`src/hw/rtl/raw_profile_hex_decoder_macros.svh`:
```
`ifndef RAW_PROFILE_HEX_DECODER_MACROS_SVH
`define RAW_PROFILE_HEX_DECODER_MACROS_SVH

// a true in a cycle implies b in the same cycle
`define RPHD_ASSERT_NOW(lbl, clk, rst_n, a, b, msg) \
	lbl: assert property (@(posedge clk) disable iff (!rst_n) (a) |-> (b)) else $error(msg);

// a true in a cycle implies b in the next cycle
`define RPHD_ASSERT_NEXT(lbl, clk, rst_n, a, b, msg) \
	lbl: assert property (@(posedge clk) disable iff (!rst_n) (a) |=> (b)) else $error(msg);

`endif

```
`src/hw/rtl/rphd_pkg.sv`:
```
`timescale 1ns / 1ps

package rphd_pkg;

	localparam logic [7:0] CHAR_NUL     = 8'h00;
	localparam logic [7:0] CHAR_NL      = 8'h0A;
	localparam logic [7:0] CHAR_SPACE   = 8'h20;
	localparam logic [7:0] CHAR_ZERO    = 8'h30;
	localparam logic [7:0] CHAR_NINE    = 8'h39;
	localparam logic [7:0] CHAR_LOW_A   = 8'h61;
	localparam logic [7:0] CHAR_LOW_F   = 8'h66;
	localparam logic [3:0] HEX_TEN      = 4'd10;

	localparam logic STATUS_OK  = 1'b0;
	localparam logic STATUS_ERR = 1'b1;

	typedef enum logic [2:0] {
		PH_SKIP0,
		PH_SEEK_NL,
		PH_BLANK,
		PH_DIGITS,
		PH_DECODE,
		PH_DRAIN
	} phase_t;

	typedef struct packed {
		logic [7:0] data;
		logic       last;
		logic       status;
	} res_t;

	typedef struct packed {
		logic valid;
		res_t res;
	} push_t;

	typedef struct packed {
		logic full;
		logic empty;
	} qstat_t;

	typedef struct packed {
		logic       ok;
		logic [3:0] value;
	} hex_t;

	function automatic hex_t hex_decode(input logic [7:0] b);
		hex_t h;
		h = '0;
		if (b >= CHAR_ZERO && b <= CHAR_NINE) begin
			h.ok    = 1'b1;
			h.value = b[3:0];
		end else if (b >= CHAR_LOW_A && b <= CHAR_LOW_F) begin
			h.ok    = 1'b1;
			h.value = b[3:0] - 4'd1 + HEX_TEN;
		end
		return h;
	endfunction

endpackage

```
`src/hw/rtl/rphd_in_if.sv`:
```
`timescale 1ns / 1ps

interface rphd_in_if;
	logic       valid;
	logic       ready;
	logic [7:0] in_byte;
	logic       in_last;

	modport source (output valid, output in_byte, output in_last, input ready);
	modport sink (input valid, input in_byte, input in_last, output ready);
endinterface

```
`src/hw/rtl/rphd_out_if.sv`:
```
`timescale 1ns / 1ps

interface rphd_out_if;
	logic       valid;
	logic       ready;
	logic [7:0] out_byte;
	logic       out_last;
	logic       status;

	modport source (output valid, output out_byte, output out_last, output status,
		input ready);
	modport sink (input valid, input out_byte, input out_last, input status,
		output ready);
endinterface

```
`src/hw/rtl/rphd_front.sv`:
```
`timescale 1ns / 1ps

module rphd_front import rphd_pkg::*; #(
	parameter int MAX_LENGTH = 65536
) (
	input  logic   clk,
	input  logic   arst_n,
	input  logic   take,
	input  logic [7:0] in_byte,
	input  logic   in_last,
	output push_t  push
);

	localparam int LEN_W = $clog2(MAX_LENGTH + 2);
	localparam int ACC_W = LEN_W + 4;
	localparam logic [ACC_W-1:0] MAX_ACC = ACC_W'(MAX_LENGTH);
	localparam logic [LEN_W-1:0] MAX_LEN = LEN_W'(MAX_LENGTH);
	localparam logic [LEN_W-1:0] SAT_LEN = LEN_W'(MAX_LENGTH + 1);

	phase_t           phase_q, phase_d;
	logic [LEN_W-1:0] len_q, len_d;
	logic [LEN_W-1:0] cnt_q, cnt_d;
	logic [3:0]       hi_q, hi_d;
	logic             pend_q, pend_d;

	logic             is_digit, is_blank;
	logic [ACC_W-1:0] acc;
	logic [LEN_W-1:0] cnt_inc;
	hex_t             hex;
	res_t             err_res;

	assign is_digit = (in_byte >= CHAR_ZERO) && (in_byte <= CHAR_NINE);
	assign is_blank = (in_byte == CHAR_NUL) || (in_byte == CHAR_SPACE) || (in_byte == CHAR_NL);
	assign acc = ACC_W'({len_q, 3'b000}) + ACC_W'({len_q, 1'b0}) + ACC_W'(in_byte[3:0]);
	assign cnt_inc = cnt_q + LEN_W'(1);
	assign hex = hex_decode(in_byte);
	assign err_res = '{data: 8'h00, last: 1'b1, status: STATUS_ERR};

	always_ff @(posedge clk or negedge arst_n) begin
		if (!arst_n) begin
			phase_q <= PH_SKIP0;
			len_q   <= '0;
			cnt_q   <= '0;
			hi_q    <= '0;
			pend_q  <= 1'b0;
		end else if (take) begin
			phase_q <= phase_d;
			len_q   <= len_d;
			cnt_q   <= cnt_d;
			hi_q    <= hi_d;
			pend_q  <= pend_d;
		end
	end

	always_comb begin
		phase_d = phase_q;
		len_d   = len_q;
		cnt_d   = cnt_q;
		hi_d    = hi_q;
		pend_d  = pend_q;
		push    = '0;
		// a beat marked last always ends the text, also while draining
		case (phase_q)
			PH_SKIP0: begin
				if (in_last) begin
					push.valid = 1'b1;
					push.res   = err_res;
				end else begin
					phase_d = PH_SEEK_NL;
				end
			end
			PH_SEEK_NL: begin
				if (in_last) begin
					push.valid = 1'b1;
					push.res   = err_res;
				end else if (in_byte == CHAR_NL) begin
					phase_d = PH_BLANK;
				end
			end
			PH_BLANK, PH_DIGITS: begin
				if (in_last) begin
					push.valid = 1'b1;
					push.res   = err_res;
				end else if (phase_q == PH_BLANK && is_blank) begin
					phase_d = PH_BLANK;
				end else if (is_digit) begin
					phase_d = PH_DIGITS;
					len_d   = (acc > MAX_ACC) ? SAT_LEN : acc[LEN_W-1:0];
				end else if (len_q == '0 || len_q > MAX_LEN) begin
					push.valid = 1'b1;
					push.res   = err_res;
					phase_d    = PH_DRAIN;
				end else begin
					// drop the separator byte
					phase_d = PH_DECODE;
				end
			end
			PH_DECODE: begin
				if (in_byte == CHAR_NUL) begin
					push.valid = 1'b1;
					push.res   = err_res;
					phase_d    = PH_DRAIN;
				end else if (hex.ok && pend_q) begin
					pend_d     = 1'b0;
					cnt_d      = cnt_inc;
					push.valid = 1'b1;
					if (cnt_inc >= len_q) begin
						push.res = '{data: {hi_q, hex.value}, last: 1'b1, status: STATUS_OK};
						phase_d  = PH_DRAIN;
					end else if (in_last) begin
						push.res = err_res;
					end else begin
						push.res = '{data: {hi_q, hex.value}, last: 1'b0, status: STATUS_OK};
					end
				end else begin
					if (hex.ok) begin
						hi_d   = hex.value;
						pend_d = 1'b1;
					end
					if (in_last) begin
						push.valid = 1'b1;
						push.res   = err_res;
					end
				end
			end
			PH_DRAIN: begin
			end
			default: begin
				phase_d = PH_SKIP0;
			end
		endcase
		// start over on a new text after the final beat
		if (in_last) begin
			phase_d = PH_SKIP0;
			len_d   = '0;
			cnt_d   = '0;
			hi_d    = '0;
			pend_d  = 1'b0;
		end
		// no beat taken, no result
		if (!take) begin
			push = '0;
		end
	end

endmodule

```
`src/hw/rtl/rphd_queue.sv`:
```
`timescale 1ns / 1ps

module rphd_queue import rphd_pkg::*; (
	input  logic          clk,
	input  logic          arst_n,
	input  push_t         push,
	output qstat_t        qstat,
	rphd_out_if.source    result
);

	res_t       mem_q [2];
	logic       wr_ptr_q, rd_ptr_q;
	logic [1:0] count_q;
	logic       do_push, do_pop;
	res_t       head;

	assign qstat.full  = (count_q == 2'd2);
	assign qstat.empty = (count_q == 2'd0);
	assign do_push = push.valid && !qstat.full;
	assign do_pop  = result.ready && !qstat.empty;

	assign head            = mem_q[rd_ptr_q];
	assign result.valid    = !qstat.empty;
	assign result.out_byte = head.data;
	assign result.out_last = head.last;
	assign result.status   = head.status;

	always_ff @(posedge clk) begin
		if (do_push) begin
			mem_q[wr_ptr_q] <= push.res;
		end
	end

	always_ff @(posedge clk or negedge arst_n) begin
		if (!arst_n) begin
			wr_ptr_q <= 1'b0;
			rd_ptr_q <= 1'b0;
			count_q  <= '0;
		end else begin
			if (do_push) begin
				wr_ptr_q <= !wr_ptr_q;
			end
			if (do_pop) begin
				rd_ptr_q <= !rd_ptr_q;
			end
			case ({do_push, do_pop})
				2'b10:   count_q <= count_q + 2'd1;
				2'b01:   count_q <= count_q - 2'd1;
				default: count_q <= count_q;
			endcase
		end
	end

endmodule

```
`src/hw/rtl/raw_profile_hex_decoder.sv`:
```
`timescale 1ns / 1ps

// Raw profile hex text decoder.
// feed carries the profile text, one byte per beat, in_last on the final byte.
// result carries decoded data bytes; out_last marks the final byte of a
// profile, and status = 1 marks a malformed text (one beat, out_byte zero,
// out_last set). After a result that ends the profile, the rest of the text
// is swallowed up to its last byte, then the next text starts.
// Throughput: one byte per cycle while feed.ready is high. The parser updates
// its phase in the cycle the byte is taken; its result is written into the
// queue, so result.valid is set in the cycle after the byte's beat.
// A two-entry result queue sits between parser and output: feed.ready drops
// only while both entries hold results the receiver has not taken, so a
// stalled receiver stalls the input after two results at most.
// Reset (arst_n low) returns the parser to the start of a text and empties
// the queue; nothing is pending afterward.
// MAX_LENGTH bounds the declared length; the counters are sized from it.

`include "raw_profile_hex_decoder_macros.svh"

module raw_profile_hex_decoder import rphd_pkg::*; #(
	parameter int MAX_LENGTH = 65536
) (
	input  logic       clk,
	input  logic       arst_n,
	rphd_in_if.sink    feed,
	rphd_out_if.source result
);

	push_t  push;
	qstat_t qstat;
	logic   take;

	assign feed.ready = !qstat.full;
	assign take = feed.valid && feed.ready;

	rphd_front #(
		.MAX_LENGTH(MAX_LENGTH)
	) u_front (
		.clk(clk),
		.arst_n(arst_n),
		.take(take),
		.in_byte(feed.in_byte),
		.in_last(feed.in_last),
		.push(push)
	);

	rphd_queue u_queue (
		.clk(clk),
		.arst_n(arst_n),
		.push(push),
		.qstat(qstat),
		.result(result)
	);

	`RPHD_ASSERT_NOW(a_err_is_last, clk, arst_n, result.valid && result.status, result.out_last, "error beat without out_last")
	`RPHD_ASSERT_NOW(a_err_zero, clk, arst_n, result.valid && result.status, result.out_byte == 8'h00, "error beat with nonzero data")
	`RPHD_ASSERT_NOW(a_push_room, clk, arst_n, push.valid && feed.valid, feed.ready, "result produced into a full queue")
	`RPHD_ASSERT_NEXT(a_push_shows, clk, arst_n, take && push.valid, result.valid, "result did not reach output")

endmodule

```
`src/flat_wrapper.sv`:
```
// flat-port wrapper written by rule: the top's interface ports become plain ports
module raw_profile_hex_decoder_flat import rphd_pkg::*;
#(
	parameter int MAX_LENGTH = 65536
)
  (clk, arst_n, feed_valid, feed_in_byte, feed_in_last, feed_ready, result_valid, result_out_byte, result_out_last, result_status, result_ready);
  rphd_in_if feed_i ();
  rphd_out_if result_i ();
  input  logic clk;
  input  logic arst_n;
  input wire logic [$bits(feed_i.valid)-1:0] feed_valid;
  input wire logic [$bits(feed_i.in_byte)-1:0] feed_in_byte;
  input wire logic [$bits(feed_i.in_last)-1:0] feed_in_last;
  output wire logic [$bits(feed_i.ready)-1:0] feed_ready;
  output wire logic [$bits(result_i.valid)-1:0] result_valid;
  output wire logic [$bits(result_i.out_byte)-1:0] result_out_byte;
  output wire logic [$bits(result_i.out_last)-1:0] result_out_last;
  output wire logic [$bits(result_i.status)-1:0] result_status;
  input wire logic [$bits(result_i.ready)-1:0] result_ready;
  assign feed_i.valid = feed_valid;
  assign feed_i.in_byte = feed_in_byte;
  assign feed_i.in_last = feed_in_last;
  assign feed_ready = feed_i.ready;
  assign result_valid = result_i.valid;
  assign result_out_byte = result_i.out_byte;
  assign result_out_last = result_i.out_last;
  assign result_status = result_i.status;
  assign result_i.ready = result_ready;
  raw_profile_hex_decoder #(.MAX_LENGTH(MAX_LENGTH)) u_core (.clk(clk), .arst_n(arst_n), .feed(feed_i), .result(result_i));
endmodule
```
`config.mk`:
```
export PLATFORM = sky130hd
export DESIGN_NAME = raw_profile_hex_decoder_flat
export DESIGN_NICKNAME = d
export VERILOG_FILES = /design/src/hw/rtl/rphd_pkg.sv /design/src/hw/rtl/rphd_in_if.sv /design/src/hw/rtl/rphd_out_if.sv /design/src/hw/rtl/rphd_front.sv /design/src/hw/rtl/rphd_queue.sv /design/src/hw/rtl/raw_profile_hex_decoder.sv /design/src/flat_wrapper.sv
export VERILOG_INCLUDE_DIRS = /design/src /design/src/hw/rtl
export SDC_FILE = /design/constraint.sdc
export NUM_CORES = 1
export LEC_CHECK = 0
export ABC_AREA = 1
export BUFFER_PORTS_ARGS = -buffer_cell sky130_fd_sc_hd__buf_2
export CAP_MARGIN = 10
export CORE_MARGIN = 1
export CORE_UTILIZATION = 40
export DETAILED_ROUTE_END_ITERATION = 8
export MAX_ROUTING_LAYER = met4
export SKIP_LAST_GASP = 1
export SYNTH_ARGS = -nofsm -noshare
export SYNTH_HDL_FRONTEND = slang
export SYNTH_HIERARCHICAL = 1
export SYNTH_SLANG_ARGS = --single-unit
```
`constraint.sdc`:
```
create_clock -name clk -period 5.2 [get_ports clk]
set_clock_uncertainty 0.05 [all_clocks]
set_input_delay 1.04 -clock clk [delete_from_list [all_inputs] [get_ports clk]]
set_output_delay 1.04 -clock clk [all_outputs]
set_load 0.05 [all_outputs]
```
==> impl_metrics.yaml <==
cells_and_area:
  nNetsFinal: 862
  drive_gt1_share_pct: 7.29
  diodes: 0
  final_cells: 968
  syn2layout_area_growth_pct: 11.6
critical_path:
  critPathArrivalTime_ps: 3660
  cp_slowest_cell: "dfrtp_1"
  crit_chain: "ha_1 > nand3_1 > nor2_1 > inv_1 > nor2_1 > nand2_1 > nor4_1 > xor2_1 > inv_1 > ha_1 > a21oi_1 > o21ai_0 > a31o_2 > nor2_1 > nand2_1 > o21ai_2 > nor2_1"
  critPathKind: "reg -> reg"
  cp.required_ps: 5220
  reg2reg_slack_ps: 1560
  crit_path_start_kind: "flip-flop"
  cp_max_fo: 8
  crit_path_end_kind: "flip-flop"
  critPathMaxStageDelay_ps: 420
  crit_top_cell: "nor2_1"
floorplanning:
  start_util_pct: 41.7
  ioPinCount: 25
  core_area_mm2: 0.0128
  fp-row-count: 41
  die_h_um: 118
  die_w_um: 118
  dieArea_mm2: 0.0138
routing:
  wl_mm: 13.2
  firstDrtPassIters: 5
  vias_per_cell: 5.09
  ant_nets: 0
  drt_iter0_markers: 396
  dr_total_vias: 4925
  routedWlPerCell_um: 13.7
  drc: 0
power:
  leakage_uw: 0.00324
  power_density_mw_per_mm2: 530
  vdd_ir_drop_max_mv: 0.181
clocking:
  tritoncts: "yes"
  cts.sinks: 66
  cts_resized: 0
  htreeDepth: 3
  numCtsBuffers: 9
  cts_buffer_depth: 2
  insertion_delay_ps: 330
  cts.clk_slew.worst_paths_ps: 60
  hold_buffers: 0
  root_buffer: "clkbuf_16"
  postCtsSetupBuffers: 0
sta:
  slew_viol_final: 0
  max_slew.worst_pin.slew_ps: 830
  period_share_pct: 70.0
  slew_headroom_pct: 44.5
  min_period_ps: 3640
  rsz0062_at_grt: "no"
  fmax_mhz: 275
  totalNegativeSetupSlack_ps: 0
  final-hold-violation-count: 0
  setup_violations: 0
global_routing:
  grt_max_degree: 47
  antenna_found_initial: 0
  grt_pass1_wl_mm: 22.3
  grt_pass1_vias: 4588
  track_usage_pct: 20.3
  grt-ovfl-total: 0
place:
  dp_cells: 951
  dp_hpwl_mm: 10.5
  place.gp.congestion: 0.890
  io_buffer_count: 24
synth:
  synth_area_mm2: 0.00535
  postSynthAreaPerCell_um2: 7.01
  synth_nets: 835
  syn_inst: 764
  yosys_warnings: 6
worst_hold_path:
  hold_path.class: "reg -> reg"
run:
  max_cap_viol_count: 0
run_status:
  outcome: "completed"
## registers in the layout, summed over array words and instances, names as in the netlist
name and count:
u_core/u_front/hi_q 4, u_core/u_queue/rd_ptr_q 1, u_core/u_queue/wr_ptr_q 1, u_core/u_front/cnt_q 17, u_core/u_queue/mem_q 20, u_core/u_queue/count_q 2, u_core/u_front/phase_q 3, u_core/u_front/pend_q 1
u_core/u_front/len_q 17
## cells in the final DEF, fill, tap and decap left out, types with 2 or more instances in the layout
cell type,instances
o21ai_0,25
nand2_1,243
inv_6,3
nor2_4,2
o211ai_1,3
nand3_1,49
a21oi_1,24
ha_1,56
xor2_1,9
nand3_2,2
nand4_1,22
o21bai_1,5
o21ai_2,2
nor3_2,2
bufinv_16,2
nor4_1,4
clkbuf_16,9
fa_1,2
buf_2,24
nor2_1,55
nand2_2,3
o21ai_1,6
edfxtp_1,20
nand3b_1,5
o22ai_1,15
dfrtp_1,46
inv_1,136
inv_2,3
nor3_1,8
## final timing paths
kind / startpoint / endpoint / cells past startpoint
worst max-delay path: u_core/u_front/cnt_q[0] / u_core/u_queue/mem_q[1][7] / 17
worst min-delay path: u_core/u_queue/wr_ptr_q / u_core/u_queue/wr_ptr_q / 2
worst max register to register: u_core/u_front/cnt_q[0] / u_core/u_queue/mem_q[1][7] / 17
worst min register to register: u_core/u_queue/wr_ptr_q / u_core/u_queue/wr_ptr_q / 2
max in group asynchronous: arst_n / u_core/u_front/len_q[5] / 2
min in group asynchronous: arst_n / u_core/u_queue/rd_ptr_q / 1
## metal layers
layer | share of wire, % | GRT usage [%] | vias up
met5 | 0 | - | -
met2 | 47 | 32.8 | 121
met1 | 48 | 26.6 | 2273
met4 | 0.94 | 4.41 | 0
li1 | - | - | 2520
met3 | 4.8 | 3.63 | 11
## per-stage QoR
| stage | setup WS [ps] | util, % | power, uW | cell area [um2] | hold slack, ps |
|---|---|---|---|---|---|
| 2_1_floorplan | 1960 | - | 2090 | 5350 | 400 |
| 3_3_place_gp | 1420 | 43.9 | 2470 | 5630 | 417 |
| 3_5_place_dp | 1370 | 43.9 | 2490 | 5630 | 416 |
| 4_1_cts | 1560 | 46.4 | 3170 | 5950 | 433 |
| 5_1_grt | 1190 | 46.6 | 3430 | 5970 | 451 |
| 6_report | 1560 | 46.6 | 3170 | 5970 | 433 |
## layout make-up
| class | instances | area [um2] |
|---|---|---|
| fill | 1273 | 6850 |
| multi-input combinational | 549 | 3020 |
| sequential | 66 | 1750 |
| inverter | 140 | 526 |
| clock buffer | 9 | 225 |
| tap | 172 | 215 |
| timing repair buffer | 25 | 140 |
| clock inverter | 7 | 100 |
## power breakdown
group	switching, uW	internal (uW)	total, uW
combinational	1150	535	1690
sequential	143	667	810
clock	243	425	667
## worst max-delay path: cells and delay by family (launching register included)
kind                       cells  cell delay (ps)
adders and majority gates      2              530
buffers and inverters          2              140
and+or+nand+nor                8             1180
xor gates and xnor gates       1              210
DFF                            1              420
AOI/OAI and AO/OA              4              840
No activity file was read; power rests on OpenSTA's default activity.
